[config.mk]
export PLATFORM = sky130hd
export DESIGN_NAME = repeating_timer_table_unit
export DESIGN_NICKNAME = d
export VERILOG_FILES = /design/src/rtt_pkg.sv /design/src/rtt_cell.sv /design/src/rtt_head.sv /design/src/repeating_timer_table_unit.sv
export VERILOG_INCLUDE_DIRS = /design/src /design/src/src
export SDC_FILE = /design/constraint.sdc
export NUM_CORES = 2
export LEC_CHECK = 0
export ABC_CLOCK_PERIOD_IN_PS = 13800
export BUFFER_PORTS_ARGS = -buffer_cell sky130_fd_sc_hd__buf_2
export CAP_MARGIN = 20
export CORE_ASPECT_RATIO = 1.4
export CORE_MARGIN = 2
export CORE_UTILIZATION = 42
export CTS_BUF_LIST = sky130_fd_sc_hd__clkbuf_16
export DETAILED_ROUTE_END_ITERATION = 10
export PLACE_DENSITY = 0.56
export SLEW_MARGIN = 10
export SYNTH_ARGS = -nofsm -noshare
export SYNTH_HDL_FRONTEND = slang
export SYNTH_SLANG_ARGS = --single-unit
[constraint.sdc]
create_clock -name aclk -period 13.8 [get_ports aclk]
set_clock_uncertainty 0.15 [all_clocks]
set_input_delay 2.76 -clock aclk [delete_from_list [all_inputs] [get_ports aclk]]
set_output_delay 2.76 -clock aclk [all_outputs]
set_load 0.02 [all_outputs]
[src/repeating_timer_table_unit_defines.svh]
// Assertion macros shared by the timer table RTL.
// Included by repeating_timer_table_unit.sv; needs aclk and aresetn in scope.
`ifndef REPEATING_TIMER_TABLE_UNIT_DEFINES_SVH
`define REPEATING_TIMER_TABLE_UNIT_DEFINES_SVH

`ifndef SYNTHESIS
// condition must hold on every clock out of reset
`define RTT_ASSERT(lbl, cond) \
    lbl: assert property (@(posedge aclk) disable iff (!aresetn) (cond)) \
        else $error("rtt assertion failed");
// antecedent implies consequent in the same cycle
`define RTT_ASSERT_IMPL(lbl, ante, cons) \
    lbl: assert property (@(posedge aclk) disable iff (!aresetn) (ante) |-> (cons)) \
        else $error("rtt implication failed");
`else
`define RTT_ASSERT(lbl, cond)
`define RTT_ASSERT_IMPL(lbl, ante, cons)
`endif

`endif

[src/rtt_pkg.sv]
// Shared types and constants for the repeating timer table.
// No dependencies; imported by every module of the block.
package rtt_pkg;

    localparam int DEPTH      = 16;
    localparam int TIME_WIDTH = 16;
    localparam int ELAP_W     = TIME_WIDTH + 1;
    localparam int CNT_W      = $clog2(DEPTH + 1);
    localparam int IDX_W      = $clog2(DEPTH);
    localparam int FC_W       = 16;
    localparam int TAG_W      = 16;
    localparam int INC_W      = 16;
    localparam int SUM_W      = ((ELAP_W > INC_W) ? ELAP_W : INC_W) + 1;
    localparam int PADDR_W    = 3;

    localparam logic [1:0] MODE_TICK   = 2'd0;
    localparam logic [1:0] MODE_ADD    = 2'd1;
    localparam logic [1:0] MODE_REMOVE = 2'd2;
    localparam logic [1:0] MODE_QUERY  = 2'd3;

    localparam logic [INC_W-1:0] INC_RESET = INC_W'(1);

    typedef struct packed {
        logic [TIME_WIDTH-1:0] period;
        logic [FC_W-1:0]       rep;
        logic [TAG_W-1:0]      tag;
        logic [ELAP_W-1:0]     elapsed;
        logic [FC_W-1:0]       fcnt;
    } entry_t;

    typedef struct packed {
        logic fire;
        logic keep;
        logic match;
    } head_flags_t;

endpackage

[src/rtt_cell.sv]
// One timer table cell: holds an entry, shifts from its upper neighbor
// or takes a new entry. Depends on rtt_pkg.
module rtt_cell (
    input  logic           aclk,
    input  logic           i_shift,
    input  logic           i_load,
    input  rtt_pkg::entry_t i_nbr,
    input  rtt_pkg::entry_t i_load_data,
    output rtt_pkg::entry_t o_entry
);
    import rtt_pkg::*;

    entry_t entry_reg;
    entry_t entry_next;

    // load wins over shift; otherwise hold
    always_comb begin
        entry_next = entry_reg;
        if (i_load) begin
            entry_next = i_load_data;
        end else if (i_shift) begin
            entry_next = i_nbr;
        end
    end

    always_ff @(posedge aclk) begin
        entry_reg <= entry_next;
    end

    assign o_entry = entry_reg;

endmodule

[src/rtt_head.sv]
// Head unit: updates the entry leaving cell 0 during a walk and decides
// whether it fires, matches the tag and stays. Depends on rtt_pkg.
module rtt_head (
    input  rtt_pkg::entry_t     i_entry,
    input  logic [1:0]          i_mode,
    input  logic [rtt_pkg::TAG_W-1:0] i_tag,
    input  logic [rtt_pkg::INC_W-1:0] i_inc,
    input  logic                i_hit,
    output rtt_pkg::entry_t     o_entry,
    output rtt_pkg::head_flags_t o_flags
);
    import rtt_pkg::*;

    logic [SUM_W-1:0]  sum;
    logic [ELAP_W-1:0] e_sat;
    logic              fire;
    logic [FC_W-1:0]   fc_new;
    logic              match;

    always_comb begin
        // saturating elapsed-time add
        sum   = SUM_W'(i_entry.elapsed) + SUM_W'(i_inc);
        e_sat = (sum > SUM_W'({ELAP_W{1'b1}})) ? {ELAP_W{1'b1}} : ELAP_W'(sum);
        fire  = (e_sat >= ELAP_W'(i_entry.period));
        fc_new = (fire && (i_entry.fcnt != {FC_W{1'b1}})) ? i_entry.fcnt + FC_W'(1)
                                                         : i_entry.fcnt;
        match = (i_entry.tag == i_tag) && !i_hit;

        o_entry = i_entry;
        o_flags = '0;
        case (i_mode)
            MODE_TICK: begin
                o_entry.elapsed = fire ? '0 : e_sat;
                o_entry.fcnt    = fc_new;
                o_flags.fire    = fire;
                o_flags.keep    = (fc_new < i_entry.rep);
            end
            MODE_REMOVE: begin
                o_flags.match = match;
                o_flags.keep  = !match;
            end
            MODE_QUERY: begin
                o_flags.match = match;
                o_flags.keep  = 1'b1;
            end
            default: begin
                o_flags.keep = 1'b1;
            end
        endcase
    end

endmodule

[src/repeating_timer_table_unit.sv]
// Repeating timer table: an add writes the new entry into the next free cell; tick, remove
// and query walk the stored entries through the head unit, one walk step per stored entry,
// and wait while the result port stalls. One word is in flight at a time.
// Ticks emit one result word per fired timer, or a single word when none fires, at most DEPTH.
// Synchronous active-low reset empties the table and sets tick_increment to 1.
`include "repeating_timer_table_unit_defines.svh"
module repeating_timer_table_unit (
    input  logic        aclk,
    input  logic        aresetn,
    // config port
    input  logic        psel,
    input  logic        penable,
    input  logic        pwrite,
    input  logic [rtt_pkg::PADDR_W-1:0] paddr,
    input  logic [31:0] pwdata,
    output logic [31:0] prdata,
    output logic        pready,
    // input stream
    input  logic        s_tvalid,
    output logic        s_tready,
    input  logic [47:0] s_tdata,   // period[15:0], repeat_count[31:16], tag[47:32]
    input  logic [1:0]  s_tuser,   // mode[1:0]
    // result stream
    output logic        m_tvalid,
    input  logic        m_tready,
    output logic [23:0] m_tdata,   // fired[0], fired_tag[16:1], found[17], add_ok[18], zero pad
    output logic        m_tlast
);
    import rtt_pkg::*;

    typedef enum logic [2:0] {
        ST_IDLE = 3'b001,
        ST_WALK = 3'b010,
        ST_DONE = 3'b100
    } state_t;

    state_t            state_reg, state_next;
    logic [INC_W-1:0]  inc_reg, inc_next;
    logic [CNT_W-1:0]  cnt_reg, cnt_next;
    logic [CNT_W-1:0]  top_reg, top_next;
    logic [CNT_W-1:0]  k_reg, k_next;
    logic [1:0]        mode_reg, mode_next;
    logic [TAG_W-1:0]  tag_reg, tag_next;
    logic              hit_reg, hit_next;
    logic              addok_reg, addok_next;
    logic              pend_v_reg, pend_v_next;
    logic [TAG_W-1:0]  pend_tag_reg, pend_tag_next;
    logic              mv_reg, mv_next;
    logic [23:0]       md_reg, md_next;
    logic              ml_reg, ml_next;

    entry_t            cells [DEPTH];
    entry_t            nbr [DEPTH];
    entry_t            head_out;
    entry_t            new_entry;
    entry_t            load_data;
    head_flags_t       hflags;
    logic              shift_en;
    logic              load_en;
    logic [IDX_W-1:0]  load_idx;

    logic              accept;
    logic              out_free;
    logic              step_go;
    logic              out_load;
    logic              o_fired, o_found, o_addok, o_last;
    logic [TAG_W-1:0]  o_tag;

    // config write and read
    logic cfg_wr;
    assign pready = 1'b1;
    assign cfg_wr = psel && penable && pwrite && (paddr[PADDR_W-1] == 1'b0);
    assign prdata = (paddr[PADDR_W-1] == 1'b0) ? 32'(inc_reg) : 32'd0;

    assign accept   = s_tvalid && s_tready;
    assign s_tready = (state_reg == ST_IDLE);
    assign out_free = !mv_reg || m_tready;

    // entry built from an add word
    always_comb begin
        new_entry.period  = TIME_WIDTH'(s_tdata[15:0]);
        new_entry.rep     = s_tdata[31:16];
        new_entry.tag     = s_tdata[47:32];
        new_entry.elapsed = '0;
        new_entry.fcnt    = '0;
    end

    rtt_head u_head (
        .i_entry (cells[0]),
        .i_mode  (mode_reg),
        .i_tag   (tag_reg),
        .i_inc   (inc_reg),
        .i_hit   (hit_reg),
        .o_entry (head_out),
        .o_flags (hflags)
    );

    // row of cells, each shifting toward cell 0
    for (genvar gi = 0; gi < DEPTH; gi++) begin : g_cell
        if (gi == DEPTH - 1) begin : g_end
            assign nbr[gi] = cells[gi];
        end else begin : g_mid
            assign nbr[gi] = cells[gi+1];
        end
        rtt_cell u_cell (
            .aclk        (aclk),
            .i_shift     (shift_en),
            .i_load      (load_en && (load_idx == IDX_W'(gi))),
            .i_nbr       (nbr[gi]),
            .i_load_data (load_data),
            .o_entry     (cells[gi])
        );
    end

    // control and result sequencing
    always_comb begin
        state_next    = state_reg;
        inc_next      = cfg_wr ? pwdata[INC_W-1:0] : inc_reg;
        cnt_next      = cnt_reg;
        top_next      = top_reg;
        k_next        = k_reg;
        mode_next     = mode_reg;
        tag_next      = tag_reg;
        hit_next      = hit_reg;
        addok_next    = addok_reg;
        pend_v_next   = pend_v_reg;
        pend_tag_next = pend_tag_reg;
        shift_en      = 1'b0;
        load_en       = 1'b0;
        load_idx      = IDX_W'(top_reg - CNT_W'(1));
        load_data     = head_out;
        step_go       = 1'b0;
        out_load      = 1'b0;
        o_fired       = 1'b0;
        o_tag         = '0;
        o_found       = 1'b0;
        o_addok       = 1'b0;
        o_last        = 1'b0;

        case (state_reg)
            ST_IDLE: begin
                if (accept) begin
                    mode_next  = s_tuser;
                    tag_next   = s_tdata[47:32];
                    hit_next   = 1'b0;
                    addok_next = 1'b0;
                    k_next     = '0;
                    top_next   = cnt_reg;
                    if (s_tuser == MODE_ADD) begin
                        if (cnt_reg < CNT_W'(DEPTH)) begin
                            load_en    = 1'b1;
                            load_idx   = IDX_W'(cnt_reg);
                            load_data  = new_entry;
                            top_next   = cnt_reg + CNT_W'(1);
                            addok_next = 1'b1;
                        end
                        state_next = ST_DONE;
                    end else if (cnt_reg == '0) begin
                        state_next = ST_DONE;
                    end else begin
                        state_next = ST_WALK;
                    end
                end
            end
            ST_WALK: begin
                step_go = !(hflags.fire && pend_v_reg) || out_free;
                if (step_go) begin
                    shift_en = 1'b1;
                    load_en  = hflags.keep;
                    if (!hflags.keep) begin
                        top_next = top_reg - CNT_W'(1);
                    end
                    if (hflags.match) begin
                        hit_next = 1'b1;
                    end
                    // a new firing flushes the held one as a non-final word
                    if (hflags.fire) begin
                        if (pend_v_reg) begin
                            out_load = 1'b1;
                            o_fired  = 1'b1;
                            o_tag    = pend_tag_reg;
                        end
                        pend_v_next   = 1'b1;
                        pend_tag_next = cells[0].tag;
                    end
                    k_next = k_reg + CNT_W'(1);
                    if (k_reg == cnt_reg - CNT_W'(1)) begin
                        state_next = ST_DONE;
                    end
                end
            end
            ST_DONE: begin
                if (out_free) begin
                    out_load    = 1'b1;
                    o_last      = 1'b1;
                    o_fired     = pend_v_reg;
                    o_tag       = pend_v_reg ? pend_tag_reg : '0;
                    o_found     = hit_reg;
                    o_addok     = addok_reg;
                    pend_v_next = 1'b0;
                    cnt_next    = top_reg;
                    state_next  = ST_IDLE;
                end
            end
            default: begin
                state_next = ST_IDLE;
            end
        endcase
    end

    // output register
    always_comb begin
        mv_next = mv_reg;
        md_next = md_reg;
        ml_next = ml_reg;
        if (out_load) begin
            mv_next = 1'b1;
            md_next = {5'd0, o_addok, o_found, o_tag, o_fired};
            ml_next = o_last;
        end else if (m_tready) begin
            mv_next = 1'b0;
        end
    end

    always_ff @(posedge aclk) begin
        if (!aresetn) begin
            state_reg  <= ST_IDLE;
            inc_reg    <= INC_RESET;
            cnt_reg    <= '0;
            top_reg    <= '0;
            k_reg      <= '0;
            hit_reg    <= 1'b0;
            addok_reg  <= 1'b0;
            pend_v_reg <= 1'b0;
            mv_reg     <= 1'b0;
        end else begin
            state_reg  <= state_next;
            inc_reg    <= inc_next;
            cnt_reg    <= cnt_next;
            top_reg    <= top_next;
            k_reg      <= k_next;
            hit_reg    <= hit_next;
            addok_reg  <= addok_next;
            pend_v_reg <= pend_v_next;
            mv_reg     <= mv_next;
        end
    end

    always_ff @(posedge aclk) begin
        mode_reg     <= mode_next;
        tag_reg      <= tag_next;
        pend_tag_reg <= pend_tag_next;
        md_reg       <= md_next;
        ml_reg       <= ml_next;
    end

    assign m_tvalid = mv_reg;
    assign m_tdata  = md_reg;
    assign m_tlast  = ml_reg;

    // checks
    `RTT_ASSERT(a_cnt_range, cnt_reg <= CNT_W'(DEPTH))
    `RTT_ASSERT_IMPL(a_idle_no_pend, state_reg == ST_IDLE, !pend_v_reg)
    `RTT_ASSERT_IMPL(a_walk_top, state_reg == ST_WALK, top_reg <= cnt_reg && k_reg < cnt_reg)

endmodule
* After elaboration in Yosys (flattened, before gate mapping)
Index checks and enable logic that the tools add are counted.
** Operators by class
- Magnitude comparators :: 4
- $add $sub $neg :: 6
- Bitwise logic cells :: 1
- Mux-type cells :: 91
- Eq/ne operators :: 31
- Reduce and logical (&&, ||, !) cells :: 59
** Operators by type and width (number)
- 2-to-1 mux 81 bit :: 34
- 2-to-1 mux 16 bit :: 6
- nonzero test 2 bit :: 18
- 2-to-1 mux 5 bit :: 7
- 2-to-1 mux 17 bit :: 2
- 2-to-1 mux 33 bit :: 1
- == test 4 bit (second input constant) :: 8
- one-hot mux 16 bit (2 select lines) :: 1
- logical AND 1 bit :: 23
- 2-to-1 mux 1 bit :: 21
- one-hot mux 5 bit (2 select lines) :: 2
- adder 17 x 16 -> 18 bit :: 1
- > comparator 18 x 17 -> 1 bit (second input constant) :: 1
- 2-to-1 mux 3 bit :: 6
- greater-or-equal comparator 17 x 16 -> 1 bit :: 1
- adder 16 x 1 -> 16 bit (second input constant) :: 1
- == test 16 bit :: 1
- == test 4 x 3 -> 1 bit (second input constant) :: 4
- < comparator 16 bit :: 1
- 2-to-1 mux 4 bit :: 4
- != test 16 bit (second input constant) :: 1
- AND reduction 4 bit :: 4
- != test 2 bit (second input constant) :: 6
- one-hot mux 1 bit (2 select lines) :: 6
- other kinds (22) :: 32
** Word-level totals
- Register bits :: 1388
- Bits of input ports :: 92
- Output and inout port bits :: 60
- Logic and storage cells :: 287

* Longest topological paths before layout
- Depth after elaboration :: 12
- Mapped depth :: 38
- Gate-level depth less buffers :: 33

* Hierarchy
A second synthesis with hierarchy kept.
** Unflattened totals
- Cells, all modules :: 3803
- Area total of the unflattened synthesis :: 69311.5 um2
** By module, submodules not included
- rtt_cell :: times used 16, cells an instance 172, seq. area each 2432.3 um2, area each 3818.7 um2
- repeating_timer_table_unit :: times used 1, cells an instance 593, seq. area each 2382.3 um2, area each 5098.6 um2
- rtt_head :: times used 1, cells an instance 458, seq. area each 0.0 um2, area each 3114.2 um2

* Worst setup path after synthesis
Ideal clock, no wire load.
- Kind :: flip-flop to flip-flop
- From :: reg g_cell[0].u_cell.entry_reg (netlist bit g_cell[0].u_cell.o_entry[28])
- To :: reg g_cell[8].u_cell.entry_reg (netlist bit g_cell[8].u_cell.o_entry[0]), enable pin
- Stages on the path, launching flop included :: 35
- Clock period less this slack :: 13.157 ns
- Required time :: 13.018 ns
- Data arrival time :: 12.375 ns
- Setup slack :: 0.643 ns
- Library setup time :: 0.632 ns
- Buffers on the path :: 6
- Cells stage by stage :: edfxtp_1 > ha_1 > buf_2 > a21o_1 > o21bai_1 > or2_0 > o2111a_1 > nor2_1 > clkbuf_1 > nand2_1 > ha_1 > a21oi_1 > o21a_1 > a2bb2oi_1 > nand3_1 > or3_1 > nor2_1 > clkbuf_1 > or2_2 > clkbuf_1 > nor2_1 > and3_1 > xor2_1 > ha_1 > a211oi_1 > o21ai_0 > a21oi_1 > nand2_1 > or3_1 > nor3_2 > a211oi_2 > o41a_2 > buf_6 > clkbuf_1 > o21ai_0
** Between the ends
- Word-level cells in the longest chain between the ends :: 12
- Elaborated cells between the ends (all ways) :: 18
- Those cells by class :: 1 x add/sub; 3 x order compare; 8 x mux; 6 x reduce/logical
** RTL lines
- from (decl) :: line rtt_cell.sv:13 : entry_t entry_reg;
- from (signal assigned) :: line rtt_cell.sv:27 : entry_reg <= entry_next;
- adder 17 x 16 -> 18 bit (*) :: line rtt_head.sv:22 : sum = SUM_W'(i_entry.elapsed) + SUM_W'(i_inc);
- > comparator 18 x 17 -> 1 bit :: line rtt_head.sv:23 : e_sat = (sum > SUM_W'({ELAP_W{1'b1}})) ? {ELAP_W{1'b1}} : ELAP_W'(sum);
- 2-to-1 mux 17 bit (*) :: line rtt_head.sv:23
- greater-or-equal comparator 17 x 16 -> 1 bit (*) :: line rtt_head.sv:24 : fire = (e_sat >= ELAP_W'(i_entry.period));
- logical AND 1 bit or 2-to-1 mux 1 bit (tied branches) :: line rtt_head.sv:25, rtt_head.sv:31
- 2-to-1 mux 16 bit or logical AND 1 bit (tied branches) :: line rtt_head.sv:25, repeating_timer_table_unit.sv:166
- < comparator 16 bit or logical NOT 1 bit (tied branches) :: line rtt_head.sv:36, repeating_timer_table_unit.sv:166
- one-hot mux 1 bit (2 select lines) or logical OR 1 bit (tied branches) :: line rtt_head.sv:31, repeating_timer_table_unit.sv:166
- 2-to-1 mux 1 bit :: line repeating_timer_table_unit.sv:167 : if (step_go) begin
- one-hot mux 1 bit (2 select lines) :: line repeating_timer_table_unit.sv:140 : case (state_reg)
- logical AND 1 bit :: line repeating_timer_table_unit.sv:108 : .i_load (load_en && (load_idx == IDX_W'(gi))),
- nonzero test 2 bit (no source line) (*)
- to (signal assigned) :: line rtt_cell.sv:27
- to (decl) :: line rtt_cell.sv:13
Mark *: on every way between the ends. The rest lies on a longest branch, timed or not.
A chain may end at the register's enable or synchronous reset.

==> out/results.ini <==
[global_routing]
antenna_found_initial=4
grt_use_total=0.188
grt_start_max_net_pins=69
grt_pass1_vias=32900
grt_pass1_wl_mm=213
overflow=0

[synth]
syn_area_per_cell_sq_um=16.4
ys_top_cells_by_area=edfxtp_1 (66%), mux2_2 (20%), mux2_4 (1.9%)
async_flop_share=0
synth_area_leader_cell=edfxtp_1
ys_seq_area_frac=0.669
ys_ff_latch=1388
syn_area_sq_um=61700
synth_cells=3764
synth_cell_types=70
yosysTopAreaCellShare=0.657
ys.warnings.count=0
synth_edf_count=1350
synth_flop_cell=edfxtp_1

[placed_design]
port_buffers=111
gp_congestion=0.869
placed_cells=5625
hpwlAfterDp_mm=84.4

[sta]
period_share=0.782
rsz0062_at_grt=no
finalSetupViolations=0
fmax_ghz=0.0926
setup_tns_ps=0
period_needed_ps=10800
hold_viol_final=0
slew_headroom=0.248
tightest_slew_ps=1130
finalMaxSlewViolations=0
whs_ps=345

[worst_setup_path]
cp_slowest_stage_delay_ps=870
cpLargestDelayFamily=simple AND/OR/NAND/NOR gates
worstPathBufferInverterCount=3
cp-end-kind=flop
r2r_setup_slack_ps=3000
worst_setup_path_start_kind=flop
path_max_fanout=42
critPathArrivalTime_ps=11150
worstSetupPathType=reg -> reg
cp_slowest_cell=buf_4
crit_required_ps=14150

[clock_tree]
postCtsSetupBuffers=0
clockBufferDepth=3
cts_hold_buf=0
cts-resized-gates=0
cts.htree.levels=4
clk_latency_ps=760
cts_tree=done
cts_buffers=139
cts.clk_slew.worst_paths_ps=60
cts.sinks=1388
cts-root-buf=clkbuf_16

[pwr]
total_power_w=0.00957
ir_drop_uv=138
p_leak_nw=22.7
power.density_nw_per_um2=139

[detailed_routing]
route.detailed.drc=0
viasPerCell=5.40
first_pass_iters=5
wl_per_cell_um=24.0
wirelength_mm=141
dr.first_iter.drc_count=2146
num_vias=31800
antenna_left=0

[floorplan]
die_w_um=328
io_pins=152
row_count=166
die_area_sq_um=150000
fp.dieH_um=458
coreArea_sq_um=146000
start_util=0.423

[finish]
final_util=0.472
syn2layout_area_growth_pct=11.6
largest_reg_flops=1296
instances_no_fill=5892
fin_nets=3994
drive_gt1_frac=0.408

[run]
drv_cap=0

[status]
status=complete, no violations

[worst_hold_path]
hold_class=reg -> reg

[layout make-up]
type                            count  area (sq um)
Clock buffer                      143          3580
Clock inverter                    108           813
Timing Repair Buffer              211          1470
Fill cell                       12600         77100
Antenna cell                        1          2.50
Sequential cell                  1388         41300
Multi-Input combinational cell   2062         19100
Tap cell                         1932          2420
Inverter                           47           176
[power by group]
group          leakage, nW  switching [W]  internal (W)  total, W
sequential            12.5      0.0000606       0.00491   0.00497
combinational         7.96       0.000610      0.000283  0.000894
clock                 2.26        0.00161       0.00209   0.00370
total                 22.7        0.00228       0.00728   0.00957
[tightest hold or removal path, cell delays in order (launching register included)]
cell and delay (ps):
dfxtp_1 320, nand2_1 60, a21boi_0 70
[through the flow]
stage | instance area [sq um] | setup WS, ps
final | 68900 | 3000
after global routing | 68900 | 2400
after CTS | 68700 | 2930
after detailed placement | 64300 | 2900
after global placement | 64300 | 2970
after floorplan | 61800 | 643
[worst paths after layout]
| kind | startpoint | to | cells past startpoint |
|---|---|---|---|
| max | g_cell[0].u_cell.o_entry[28]$_DFFE_PP_ | g_cell[12].u_cell.o_entry[0]$_DFFE_PP_ | 32 |
| min | inc_reg[11]$_SDFFE_PN0P_ | inc_reg[11]$_SDFFE_PN0P_ | 2 |
| max reg2reg | g_cell[0].u_cell.o_entry[28]$_DFFE_PP_ | g_cell[12].u_cell.o_entry[0]$_DFFE_PP_ | 32 |
| min reg2reg | inc_reg[11]$_SDFFE_PN0P_ | inc_reg[11]$_SDFFE_PN0P_ | 2 |
[logic make-up (layout without fill, tap and decap cells)]
kind of cell	count (synthesis)	after routing	share of synthesized area
AO/OA/AOI/OAI	286	286	0.0282
XOR/XNOR	61	61	0.00866
adder cells (fa/ha/maj)	53	53	0.0109
buffers and inverters	334	509	0.0269
flip-flops	1388	1388	0.669
multiplexers	1187	1187	0.221
other	2	23	0.000122
AND/OR/NAND/NOR	453	453	0.0346
[synthesized netlist by cell type, types with 26 or more instances]
cell type  count
nand3_1       36
xor2_1        26
edfxtp_1    1350
mux2_2      1081
inv_1         47
dfxtp_1       38
nand2_1      198
buf_2         93
o21ai_1       31
nor2_1        69
a21oi_1       56
xnor2_1       35
ha_1          52
clkbuf_1     136
buf_4         34
mux2_4        77
o21ai_0      101
mux2_1        28
[layout by cell type (no fill, tap or decap), types with 9 or more instances in the layout]
master	count
a21boi_0	25
a21oi_1	52
and2_1	20
buf_2	111
buf_4	88
bufinv_16	11
clkbuf_16	143
clkinv_1	27
clkinv_2	22
conb_1	22
dfxtp_1	38
edfxtp_1	1350
ha_1	52
inv_1	78
mux2_1	28
mux2_2	1081
mux2_4	77
nand2_1	197
nand2b_1	9
nand3_1	36
nand4_1	19
nor2_1	63
nor2_4	15
nor2b_1	24
nor3_1	18
o211ai_1	9
o21ai_0	87
o21ai_1	27
o21ai_4	15
or3_1	12
xnor2_1	35
xor2_1	26
[layer usage]
layer / part of all wire / global-route usage
met5: 0.000092 / 0
met1: 0.42 / 0.234
met4: 0.024 / 0.0572
met2: 0.52 / 0.337
met3: 0.035 / 0.0269
Note: power is estimated with default switching activity, not from simulation.
